==> src/sv/plsf_pkg.sv <==
`timescale 1ns / 1ps
`default_nettype none

package plsf_pkg;

  typedef enum logic [2:0] {
    MODE_LOCKED       = 3'd0,
    MODE_LOCKED_OUT   = 3'd1,
    MODE_UNLOCKED     = 3'd2,
    MODE_PROMPT_FILL  = 3'd3,
    MODE_CONFIRM_TYPE = 3'd4,
    MODE_PROMPT_SAVE  = 3'd5,
    MODE_EDIT         = 3'd6,
    MODE_SELECT       = 3'd7
  } mode_t;

  typedef enum logic [2:0] {
    ACT_TICK   = 3'd0,
    ACT_TAP    = 3'd1,
    ACT_HOLD   = 3'd2,
    ACT_UNLOCK = 3'd3,
    ACT_FILL   = 3'd4,
    ACT_SAVE   = 3'd5
  } action_t;

  typedef enum logic [1:0] {
    REG_AUTOLOCK     = 2'd0,
    REG_TOUCH_FILL   = 2'd1,
    REG_LOCKOUT_AFT  = 2'd2,
    REG_WIPE_AFT     = 2'd3
  } cfg_reg_t;

  localparam logic [15:0] AUTOLOCK_DEFAULT = 16'd300;
  localparam logic [7:0]  LOCKOUT_DEFAULT  = 8'd5;
  localparam logic [7:0]  WIPE_DEFAULT     = 8'd10;
  localparam logic [9:0]  LOCKOUT_BASE     = 10'd3;
  localparam int          LOCKOUT_STEP     = 2;
  localparam logic [9:0]  LOCKOUT_MAX      = 10'd1023;
  localparam logic [7:0]  FAIL_MAX         = 8'd255;
  localparam logic [15:0] IDLE_MAX         = 16'hFFFF;

endpackage

`default_nettype wire

==> src/sv/pin_lockout_session_fsm.sv <==
`timescale 1ns / 1ps
`default_nettype none

// Each accepted input transaction writes its result into the output register.
// Throughput: one event per cycle; the whole session update is one pass of logic
// between the state registers, so s_axis_tready only drops while a result is stalled.
// Reset (rst, synchronous): mode locked, session closed, not wiped, all counters zero,
// configuration back to autolock 300, touch-for-fill on, lockout at 5, wipe at 10.
module pin_lockout_session_fsm
  import plsf_pkg::*;
(
  input  wire logic        clk,
  input  wire logic        rst,
  // event stream
  input  wire logic        s_axis_tvalid,
  output logic             s_axis_tready,
  input  wire logic [7:0]  s_axis_tdata,  // [0] pin_ok, [1] request_ok,
                                          // [2] record_requires_touch, [7:3] zero
  input  wire logic [2:0]  s_axis_tuser,  // [2:0] action
  // result stream
  output logic             m_axis_tvalid,
  input  wire logic        m_axis_tready,
  output logic [23:0]      m_axis_tdata,  // [0] accepted, [3:1] device_mode,
                                          // [4] session_open, [5] wiped_flag,
                                          // [15:6] lockout_left, [23:16] failure_count
  // configuration writes
  input  wire logic        cfg_valid,
  output logic             cfg_ready,
  input  wire logic [1:0]  cfg_index,
  input  wire logic [15:0] cfg_data
);

  // configuration
  logic [15:0] autolock_ticks;
  logic        touch_fill_en;
  logic [7:0]  lockout_after_failures;
  logic [7:0]  wipe_after_failures;

  // session state
  mode_t       mode,            mode_next;
  logic        open_flag,       open_flag_next;
  logic        wipe_flag,       wipe_flag_next;
  logic [7:0]  fail_counter,    fail_counter_next;
  logic [9:0]  lockout_counter, lockout_counter_next;
  logic [15:0] idle_counter,    idle_counter_next;
  logic        acc_next;

  logic        in_fire;
  action_t     action;
  logic        pin_ok, request_ok, record_touch;

  // scratch values for the update
  logic [7:0]  fail_inc;
  logic [7:0]  extra;
  logic [9:0]  lock_len;
  logic [15:0] idle_inc;
  logic [9:0]  lock_dec;
  logic        usable;
  mode_t       closed_mode;

  assign cfg_ready     = 1'b1;
  assign s_axis_tready = !m_axis_tvalid || m_axis_tready;
  assign in_fire       = s_axis_tvalid && s_axis_tready;

  assign action       = action_t'(s_axis_tuser);
  assign pin_ok       = s_axis_tdata[0];
  assign request_ok   = s_axis_tdata[1];
  assign record_touch = s_axis_tdata[2];

  always_ff @(posedge clk) begin
    if (rst) begin
      autolock_ticks         <= AUTOLOCK_DEFAULT;
      touch_fill_en          <= 1'b1;
      lockout_after_failures <= LOCKOUT_DEFAULT;
      wipe_after_failures    <= WIPE_DEFAULT;
    end else if (cfg_valid && cfg_ready) begin
      unique case (cfg_reg_t'(cfg_index))
        REG_AUTOLOCK: begin
          autolock_ticks <= (cfg_data == 16'd0) ? AUTOLOCK_DEFAULT : cfg_data;
        end
        REG_TOUCH_FILL:  touch_fill_en          <= cfg_data[0];
        REG_LOCKOUT_AFT: lockout_after_failures <= cfg_data[7:0];
        REG_WIPE_AFT:    wipe_after_failures    <= cfg_data[7:0];
        default: ;
      endcase
    end
  end

  always_comb begin
    mode_next            = mode;
    open_flag_next       = open_flag;
    wipe_flag_next       = wipe_flag;
    fail_counter_next    = fail_counter;
    lockout_counter_next = lockout_counter;
    idle_counter_next    = idle_counter;
    acc_next             = 1'b0;

    fail_inc    = (fail_counter < FAIL_MAX) ? fail_counter + 8'd1 : fail_counter;
    extra       = fail_inc - lockout_after_failures;
    lock_len    = LOCKOUT_BASE + 10'({2'b00, extra} * 10'(LOCKOUT_STEP));
    if (lock_len > LOCKOUT_MAX) begin
      lock_len = LOCKOUT_MAX;
    end
    idle_inc    = (idle_counter < IDLE_MAX) ? idle_counter + 16'd1 : idle_counter;
    lock_dec    = lockout_counter - 10'd1;
    usable      = open_flag && !wipe_flag && (mode != MODE_LOCKED_OUT);
    closed_mode = (mode == MODE_LOCKED_OUT) ? MODE_LOCKED_OUT : MODE_LOCKED;

    unique case (action)
      ACT_TICK: begin
        if (mode == MODE_LOCKED_OUT && lockout_counter != 10'd0) begin
          lockout_counter_next = lock_dec;
          if (lock_dec == 10'd0 && !wipe_flag) begin
            mode_next = MODE_LOCKED;
          end
        end else if (open_flag && mode != MODE_LOCKED_OUT) begin
          if (idle_inc >= autolock_ticks) begin
            open_flag_next    = 1'b0;
            idle_counter_next = 16'd0;
            mode_next         = MODE_LOCKED;
          end else begin
            idle_counter_next = idle_inc;
          end
        end
      end
      ACT_TAP: begin
        idle_counter_next = 16'd0;
        if (open_flag) begin
          priority case (mode)
            MODE_PROMPT_FILL:  mode_next = MODE_CONFIRM_TYPE;
            MODE_CONFIRM_TYPE: mode_next = MODE_UNLOCKED;
            MODE_PROMPT_SAVE:  mode_next = MODE_EDIT;
            default: ;
          endcase
        end
      end
      ACT_HOLD: begin
        idle_counter_next = 16'd0;
        if (open_flag) begin
          priority case (mode)
            MODE_UNLOCKED:    mode_next = MODE_SELECT;
            MODE_PROMPT_FILL: mode_next = MODE_CONFIRM_TYPE;
            MODE_EDIT:        mode_next = MODE_UNLOCKED;
            default: ;
          endcase
        end
      end
      ACT_UNLOCK: begin
        if (!wipe_flag && !(mode == MODE_LOCKED_OUT && lockout_counter != 10'd0)) begin
          if (pin_ok) begin
            fail_counter_next    = 8'd0;
            lockout_counter_next = 10'd0;
            open_flag_next       = 1'b1;
            mode_next            = MODE_UNLOCKED;
            idle_counter_next    = 16'd0;
            acc_next             = 1'b1;
          end else begin
            open_flag_next    = 1'b0;
            idle_counter_next = 16'd0;
            mode_next         = closed_mode;
            fail_counter_next = fail_inc;
            if (fail_inc >= wipe_after_failures) begin
              wipe_flag_next       = 1'b1;
              mode_next            = MODE_LOCKED_OUT;
              lockout_counter_next = 10'd0;
              // threshold may have been lowered below the running count
              if (wipe_after_failures != 8'd0 && fail_inc > wipe_after_failures) begin
                fail_counter_next = wipe_after_failures;
              end
            end else if (fail_inc >= lockout_after_failures) begin
              mode_next            = MODE_LOCKED_OUT;
              lockout_counter_next = lock_len;
            end
          end
        end
      end
      ACT_FILL: begin
        if (usable && request_ok) begin
          idle_counter_next = 16'd0;
          mode_next = (touch_fill_en || record_touch) ? MODE_PROMPT_FILL
                                                      : MODE_CONFIRM_TYPE;
          acc_next  = 1'b1;
        end
      end
      ACT_SAVE: begin
        if (usable && request_ok) begin
          idle_counter_next = 16'd0;
          mode_next         = MODE_PROMPT_SAVE;
          acc_next          = 1'b1;
        end
      end
      default: ;  // unknown events leave the state alone
    endcase
  end

  always_ff @(posedge clk) begin
    if (rst) begin
      mode            <= MODE_LOCKED;
      open_flag       <= 1'b0;
      wipe_flag       <= 1'b0;
      fail_counter    <= 8'd0;
      lockout_counter <= 10'd0;
      idle_counter    <= 16'd0;
    end else if (in_fire) begin
      mode            <= mode_next;
      open_flag       <= open_flag_next;
      wipe_flag       <= wipe_flag_next;
      fail_counter    <= fail_counter_next;
      lockout_counter <= lockout_counter_next;
      idle_counter    <= idle_counter_next;
    end
  end

  always_ff @(posedge clk) begin
    if (rst) begin
      m_axis_tvalid <= 1'b0;
    end else if (in_fire) begin
      m_axis_tvalid <= 1'b1;
    end else if (m_axis_tready) begin
      m_axis_tvalid <= 1'b0;
    end
  end

  always_ff @(posedge clk) begin
    if (in_fire) begin
      m_axis_tdata <= {fail_counter_next, lockout_counter_next, wipe_flag_next,
                       open_flag_next, mode_next, acc_next};
    end
  end

  // a wipe is permanent
  a_wipe_sticky: assert property (@(posedge clk) disable iff (rst)
    wipe_flag |=> wipe_flag)
    else $error("wipe flag cleared");

  // an open session is never wiped nor locked out
  a_open_usable: assert property (@(posedge clk) disable iff (rst)
    open_flag |-> (!wipe_flag && mode != MODE_LOCKED_OUT))
    else $error("open session in lockout or wiped");

  // a running lockout countdown only exists in the locked-out mode
  a_lockout_mode: assert property (@(posedge clk) disable iff (rst)
    (lockout_counter != 10'd0) |-> (mode == MODE_LOCKED_OUT))
    else $error("lockout count outside locked-out mode");

  // state only moves when an event is taken
  a_state_hold: assert property (@(posedge clk) disable iff (rst)
    !in_fire |=> ($stable(mode) && $stable(fail_counter) && $stable(idle_counter)))
    else $error("state changed without an event");

endmodule

`default_nettype wire
==> config.mk <==
export PLATFORM = sky130hd
export DESIGN_NAME = pin_lockout_session_fsm
export DESIGN_NICKNAME = d
export VERILOG_FILES = /design/src/sv/plsf_pkg.sv /design/src/sv/pin_lockout_session_fsm.sv
export SDC_FILE = /design/constraint.sdc
export NUM_CORES = 1
export LEC_CHECK = 0
export BUFFER_PORTS_ARGS = -buffer_cell sky130_fd_sc_hd__buf_2
export CAP_MARGIN = 20
export CORE_UTILIZATION = 60
export CTS_CLUSTER_SIZE = 10
export DETAILED_ROUTE_END_ITERATION = 10
export PLACE_DENSITY_LB_ADDON = 0.08
export SLEW_MARGIN = 5
export SYNTH_ARGS = -nofsm -noshare
export SYNTH_HDL_FRONTEND = slang
export SYNTH_SLANG_ARGS = --single-unit
==> constraint.sdc <==
create_clock -name clk -period 5 [get_ports clk]
set_input_delay 1 -clock clk [delete_from_list [all_inputs] [get_ports clk]]
set_output_delay 1 -clock clk [all_outputs]
set_load 0.05 [all_outputs]
; ---- Word level (Yosys, flattened, before mapping)
; Index checks and enable logic that the tools add are counted.
; Widths: inputs -> output; s select.
[word_totals]
elab_cells = 125
register_bits = 97
out_inout_bits = 27
input_bits = 34
[classes]
n_lt_le_gt_ge = 7
n_eq_ne = 19
reduce_logical = 29
muxes = 53
n_addsub = 5
[op_table]
columns = cell, n
row1 = $mux 16, 7
row2 = $pmux 16 s4, 1
row3 = $mux 10, 6
row4 = $mux 8, 6
row5 = $mux 3, 10
row6 = $pmux 10 s2, 1
row7 = $pmux 3 s3, 2
row8 = $pmux 3 s6, 1
row9 = $add 16x1->16 const B, 1
row10 = $ge 16x16->1, 1
row11 = $ge 8x8->1, 2
row12 = $logic_not 16->1, 1
row13 = $lt 16x16->1 const B, 1
row14 = $mux 1, 16
row15 = $eq 3x3->1 const B, 5
row16 = $eq 3x2->1 const B, 4
row17 = $add 2x9->10 const A, 1
row18 = $gt 10x10->1 const B, 1
row19 = $logic_not 10->1, 1
row20 = $reduce_bool 10->1, 1
row21 = $sub 10x1->10 const B, 1
row22 = $logic_and 1x1->1, 9
row23 = $add 8x1->8 const B, 1
row24 = $gt 8x8->1, 1
row25 = other kinds (20), 32

; ---- Longest topological paths before layout
[logic_depth]
ltp_word = 11
ltp_mapped = 19

; ---- Worst setup path after synthesis
; No wires, ideal clock.
[synth_timing]
path_type = register to register
startpoint = register idle_counter[11]
endpoint = register idle_counter[12]
setup_ps = 70
setup_slack_ps = 1195
required_time_ps = 4930
synth_period_minus_slack_ps = 3805
arrival_time_ps = 3735
path_stages_with_launch = 20
path_buffers = 5
cell_sequence = dfxtp_1 -> buf_2 -> and3_1 -> clkbuf_1 -> nand4_1 -> or4_1 -> clkbuf_1 -> nor2b_1 -> and3_1 -> xor2_1 -> ha_1 -> a21oi_1 -> nor2_1 -> a2111oi_0 -> o21ai_0 -> a22oi_1 -> clkbuf_1 -> buf_2 -> nand3_1 -> a21oi_1
[synth_between]
elab_chain_len = 7
word_cells_on_any_way = 8
cone_classes = add/sub (1) / order compare (2) / mux (5)
[synth_rtl]
columns = item, line
row1 = start: declaration, pin_lockout_session_fsm.sv:45  ; logic [15:0] idle_counter, idle_counter_next;
row2 = start signal: assignment, pin_lockout_session_fsm.sv:210  ; idle_counter <= idle_counter_next;
row3 = $add 16x1->16 / $lt 16x16->1 (equally long branches), pin_lockout_session_fsm.sv:104  ; idle_inc = (idle_counter < IDLE_MAX) ? idle_counter + 16'd1 : idle_counter;
row4 = $mux 16 (*), pin_lockout_session_fsm.sv:104
row5 = $ge 16x16->1, pin_lockout_session_fsm.sv:117  ; if (idle_inc >= autolock_ticks) begin
row6 = $mux 16 (*), pin_lockout_session_fsm.sv:117
row7 = $mux 16 (*), pin_lockout_session_fsm.sv:116  ; end else if (open_flag && mode != MODE_LOCKED_OUT) begin
row8 = $mux 16 (*), pin_lockout_session_fsm.sv:111  ; if (mode == MODE_LOCKED_OUT && lockout_counter != 10'd0) begin
row9 = $pmux 16 s4 (*), pin_lockout_session_fsm.sv:109  ; unique case (action)
; Every way passes the cells marked *; elsewhere a longest branch is shown, timed or not. The select of a mux whose other input is x is not followed.
; A chain may end at the register's enable or synchronous reset.

; ---- Final worst setup path
[layout_timing]
startpoint = register idle_counter[11]
endpoint = register idle_counter[11]
; Same word-level chain as after synthesis.

==> summary.log <==
qor: yosys.yosys_register_bits 97
qor: yosys.synth_area 0.006490 mm^2
qor: clocking.tritoncts built
qor: floorplanning.overall_die_height 106 um
qor: routing.drt-met1-wl 7475 um
qor: timing.finalWorstPathRequiredPeriod 4.253 ns
qor: clocking.cts.repair.resized 0
qor: floorplanning.design.die.area 0.01124 mm^2
qor: layout.n_fill_cell 914
qor: pwr.power.static_leakage 2.831 nW
qor: yosys.synth.distinct_cells 83
qor: clocking.clockBufferDepth 2
qor: timing.fmax 235.2 MHz
qor: floorplanning.pin_count 61
qor: yosys.yosys_warnings 0
qor: timing.setup-violations-final 0
qor: clocking.cts_htree_levels 3
qor: grt.first_global_vias 5651
qor: floorplanning.floorplan.initialDensity 62.31%
qor: critical_path.start_kind flop
qor: run_status.result_of_the_run finished clean
qor: yosys.post_synth_most_frequent_cells sky130_fd_sc_hd__nand2_1, sky130_fd_sc_hd__dfxtp_1, sky130_fd_sc_hd__a21oi_1
qor: clocking.cts_sinks 97
qor: yosys.yosysTopAreaCellShare 22.52%
qor: timing.final_max_slew_viol_count 0
qor: placed_design.pre_cts_ws 0.8372 ns
qor: timing.slew_headroom 30.72%
qor: clocking.insertion_delay 0.38 ns
qor: routing.drt_first_pass_iters 6
qor: timing.hold-worst-slack 0.4603 ns
qor: yosys.ys_seq_area_share 33.62%
qor: hold_path.hold_path_end autolock_ticks[15]
qor: yosys.synth.largest_area_cell sky130_fd_sc_hd__dfxtp_1
qor: pwr.fin_total_pwr 1.641 mW
qor: layout.post_route_cells_drive_above_1_share 12.10%
qor: timing.timing.clock.skew 0.008688 ns
qor: routing.drt_first_iter_violations 613
qor: hold_path.worstHoldStart autolock_ticks[15]
qor: flow_run.max-cap-violations 0
qor: yosys.post-synth-top-count-cell sky130_fd_sc_hd__nand2_1
qor: critical_path.cp.arrival 4.52 ns
qor: clocking.ctsHoldBuffers 0
qor: routing.met3_wirelength 1019 um
qor: routing.drcViolationCount 0
qor: timing.tightest_slew 1.039 ns
qor: grt.grt_start_max_net_pins 60
qor: layout.areaGrowthSynthToFinish 7.789%
qor: clocking.path_clk_slew 0.10 ns
qor: floorplanning.core_area 0.01042 mm^2
qor: routing.drt.antenna.violating_nets 0
qor: grt.grt_antenna_before_repair 0
qor: placed_design.detailedPlacementHpwl 12160 um
qor: yosys.postSynthCellCount 806
qor: critical_path.worst_r2r_endpoint idle_counter[11]
qor: pwr.powerDensity 234.6 mW/mm^2
qor: clocking.cts_buffers 9
qor: yosys.most_instantiated_flip_flop_cell_in_the_synthesis_netlist sky130_fd_sc_hd__dfxtp_1
qor: timing.rsz_0062_raised_after_global_routing false
qor: grt.grt_pass1_wl 27430 um
qor: floorplanning.die_w 106 um
qor: pwr.vdd_drop_max 0.1587 mV
qor: clocking.total_setup_buffers_inserted_after_cts 0
qor: critical_path.timing.reg2reg.worst_path_depth 15
qor: routing.route.vias.total 6151
qor: yosys.syn_avg_cell_area 8.052 um^2
qor: routing.routed-wl-met2 7638 um
qor: routing.route.final.wire_length 16570 um
qor: routing.vias_per_cell 6.283
qor: layout.final_core_utilization 67.16%
qor: placed_design.globalplace.congestion 0.9081
qor: critical_path.timing.critical_path.fanout_max 19
qor: critical_path.worstSetupPathType reg -> reg
qor: yosys.synth-edff-count 24
qor: critical_path.type_of_element_capturing_the_critical_path flop
qor: routing.top_layer met4
qor: grt.grt_util_all_layers 30.73%
qor: yosys.ys_top_cells_by_area sky130_fd_sc_hd__dfxtp_1, sky130_fd_sc_hd__edfxtp_1, sky130_fd_sc_hd__ha_1
qor: floorplanning.core.rowCount 37
qor: hold_path.worstHoldPathType reg -> reg
qor: grt.grt_remaining_overflow 0
qor: yosys.postSynthNetCount 879
qor: yosys.synthArstFlopShare 0%
qor: routing.routedWlPerCell 16.93 um
qor: placed_design.port_buffers 54
qor: critical_path.reg2reg_setup_slack 0.75 ns
qor: timing.hold_viol 0
qor: hold_path.whs_path_depth 2
qor: timing.pnr_worst_setup_slack 0.7474 ns
qor: clocking.root_buffer_cell sky130_fd_sc_hd__clkbuf_8
qor: layout.antenna_cells 0
qor: critical_path.worst_path_required 5.26 ns
qor: critical_path.reg2reg_from idle_counter[11]
qor: timing.total_negative_setup_slack 0 ns
qor: layout.finish.net_count 911
qor: timing.final_min_period_over_clock_period 85.05%
## cells by family after synthesis
group	after synthesis	share of synthesized area, %
multiplexers	20	3.239
adder cells (fa/ha/maj)	39	7.635
AO/OA/AOI/OAI	205	20.96
XOR/XNOR	27	3.644
other	1	0.05778
AND/OR/NAND/NOR	328	25.33
buffers and inverters	89	5.514
flip-flops	97	33.62
## flip-flops by register name (all words and copies together) (netlist names)
signal and count:
autolock_ticks 16, idle_counter 16, wipe_flag 1, mode 3
touch_fill_en 1, wipe_after_failures 8, lockout_counter 10, m_axis_tdata 24
lockout_after_failures 8, m_axis_tvalid 1, fail_counter 8, open_flag 1
## worst max path at each step
stage                       endpoint        startpoint  slack (ns)  cells after the start
floorplan           idle_counter[12]  idle_counter[11]        1.19                     19
global placement     idle_counter[6]  idle_counter[11]        0.95                     14
detailed placement  idle_counter[11]  idle_counter[11]        0.84                     15
CTS                  idle_counter[6]  idle_counter[11]        0.77                     14
global route        idle_counter[11]  idle_counter[11]        0.46                     15
finish              idle_counter[11]  idle_counter[11]        0.75                     15
## layout by cell type (no fill, tap or decap), types with 7 or more instances in the layout
cell,netlist,final
sky130_fd_sc_hd__edfxtp_1,24,24
sky130_fd_sc_hd__o22ai_1,7,7
sky130_fd_sc_hd__nor3_1,15,15
sky130_fd_sc_hd__nand2_1,119,119
sky130_fd_sc_hd__mux2_2,8,8
sky130_fd_sc_hd__nand4_1,15,15
sky130_fd_sc_hd__a21oi_1,67,67
sky130_fd_sc_hd__buf_2,4,54
sky130_fd_sc_hd__o21a_1,10,10
sky130_fd_sc_hd__mux2i_1,12,12
sky130_fd_sc_hd__or3_1,9,9
sky130_fd_sc_hd__nand3_1,33,33
sky130_fd_sc_hd__xnor2_1,16,16
sky130_fd_sc_hd__o21ai_0,39,39
sky130_fd_sc_hd__xor2_1,11,11
sky130_fd_sc_hd__nand2b_1,12,12
sky130_fd_sc_hd__a31oi_1,9,9
sky130_fd_sc_hd__inv_1,49,49
sky130_fd_sc_hd__nor4_1,9,8
sky130_fd_sc_hd__and3_1,12,12
sky130_fd_sc_hd__nor2b_1,7,7
sky130_fd_sc_hd__ha_1,38,38
sky130_fd_sc_hd__clkbuf_8,0,11
sky130_fd_sc_hd__buf_4,1,7
sky130_fd_sc_hd__dfxtp_1,73,73
sky130_fd_sc_hd__nor2_1,58,58
## routing by layer
| metal | up-vias | track usage [%] |
|---|---|---|
| li1 | 2995 | - |
| met1 | 2889 | 41.29 |
| met2 | 229 | 49.72 |
| met3 | 38 | 3.679 |
| met4 | 0 | 13.59 |
| met5 | - | 0 |
## final cells by class
| class | count | area, um^2 | area share (%) |
|---|---|---|---|
| Clock buffer | 11 | 151.4 | 2.164 |
| Clock inverter | 5 | 28.78 | 0.4114 |
| Inverter | 49 | 183.9 | 2.629 |
| Multi-Input combinational cell | 620 | 3956 | 56.56 |
| Sequential cell | 97 | 2182 | 31.19 |
| Tap cell | 136 | 170.2 | 2.432 |
| Timing Repair Buffer | 61 | 322.8 | 4.615 |
## power by group
part | leakage (nW) | total [mW] | internal [mW] | switching, mW
logic | 1.90 | 0.301 | 0.0932 | 0.208
registers | 0.835 | 0.849 | 0.830 | 0.0191
clock network | 0.0954 | 0.490 | 0.206 | 0.284
## worst max-delay path, cell delays in order (launching register included)
cell and delay [ns]:
sky130_fd_sc_hd__dfxtp_1 0.48, sky130_fd_sc_hd__and3_1 0.32, sky130_fd_sc_hd__nand4_1 0.12, sky130_fd_sc_hd__or4_1 0.62, sky130_fd_sc_hd__nor2b_1 0.26, sky130_fd_sc_hd__and3_1 0.23, sky130_fd_sc_hd__xor2_1 0.16, sky130_fd_sc_hd__ha_1 0.20
sky130_fd_sc_hd__a21oi_1 0.16, sky130_fd_sc_hd__nor2_1 0.06, sky130_fd_sc_hd__a2111oi_0 0.35, sky130_fd_sc_hd__o21ai_0 0.34, sky130_fd_sc_hd__a22oi_1 0.28, sky130_fd_sc_hd__buf_4 0.28, sky130_fd_sc_hd__nand4_1 0.13, sky130_fd_sc_hd__o311ai_0 0.14
## per-stage QoR
stage	cell area, um^2	std cells
3_5_place_dp	6815	963
5_1_grt	6995	979
2_1_floorplan	6490	806
4_1_cts	6995	979
6_report	6995	979
3_3_place_gp	6808	962
(Power assumes the default switching activity.)
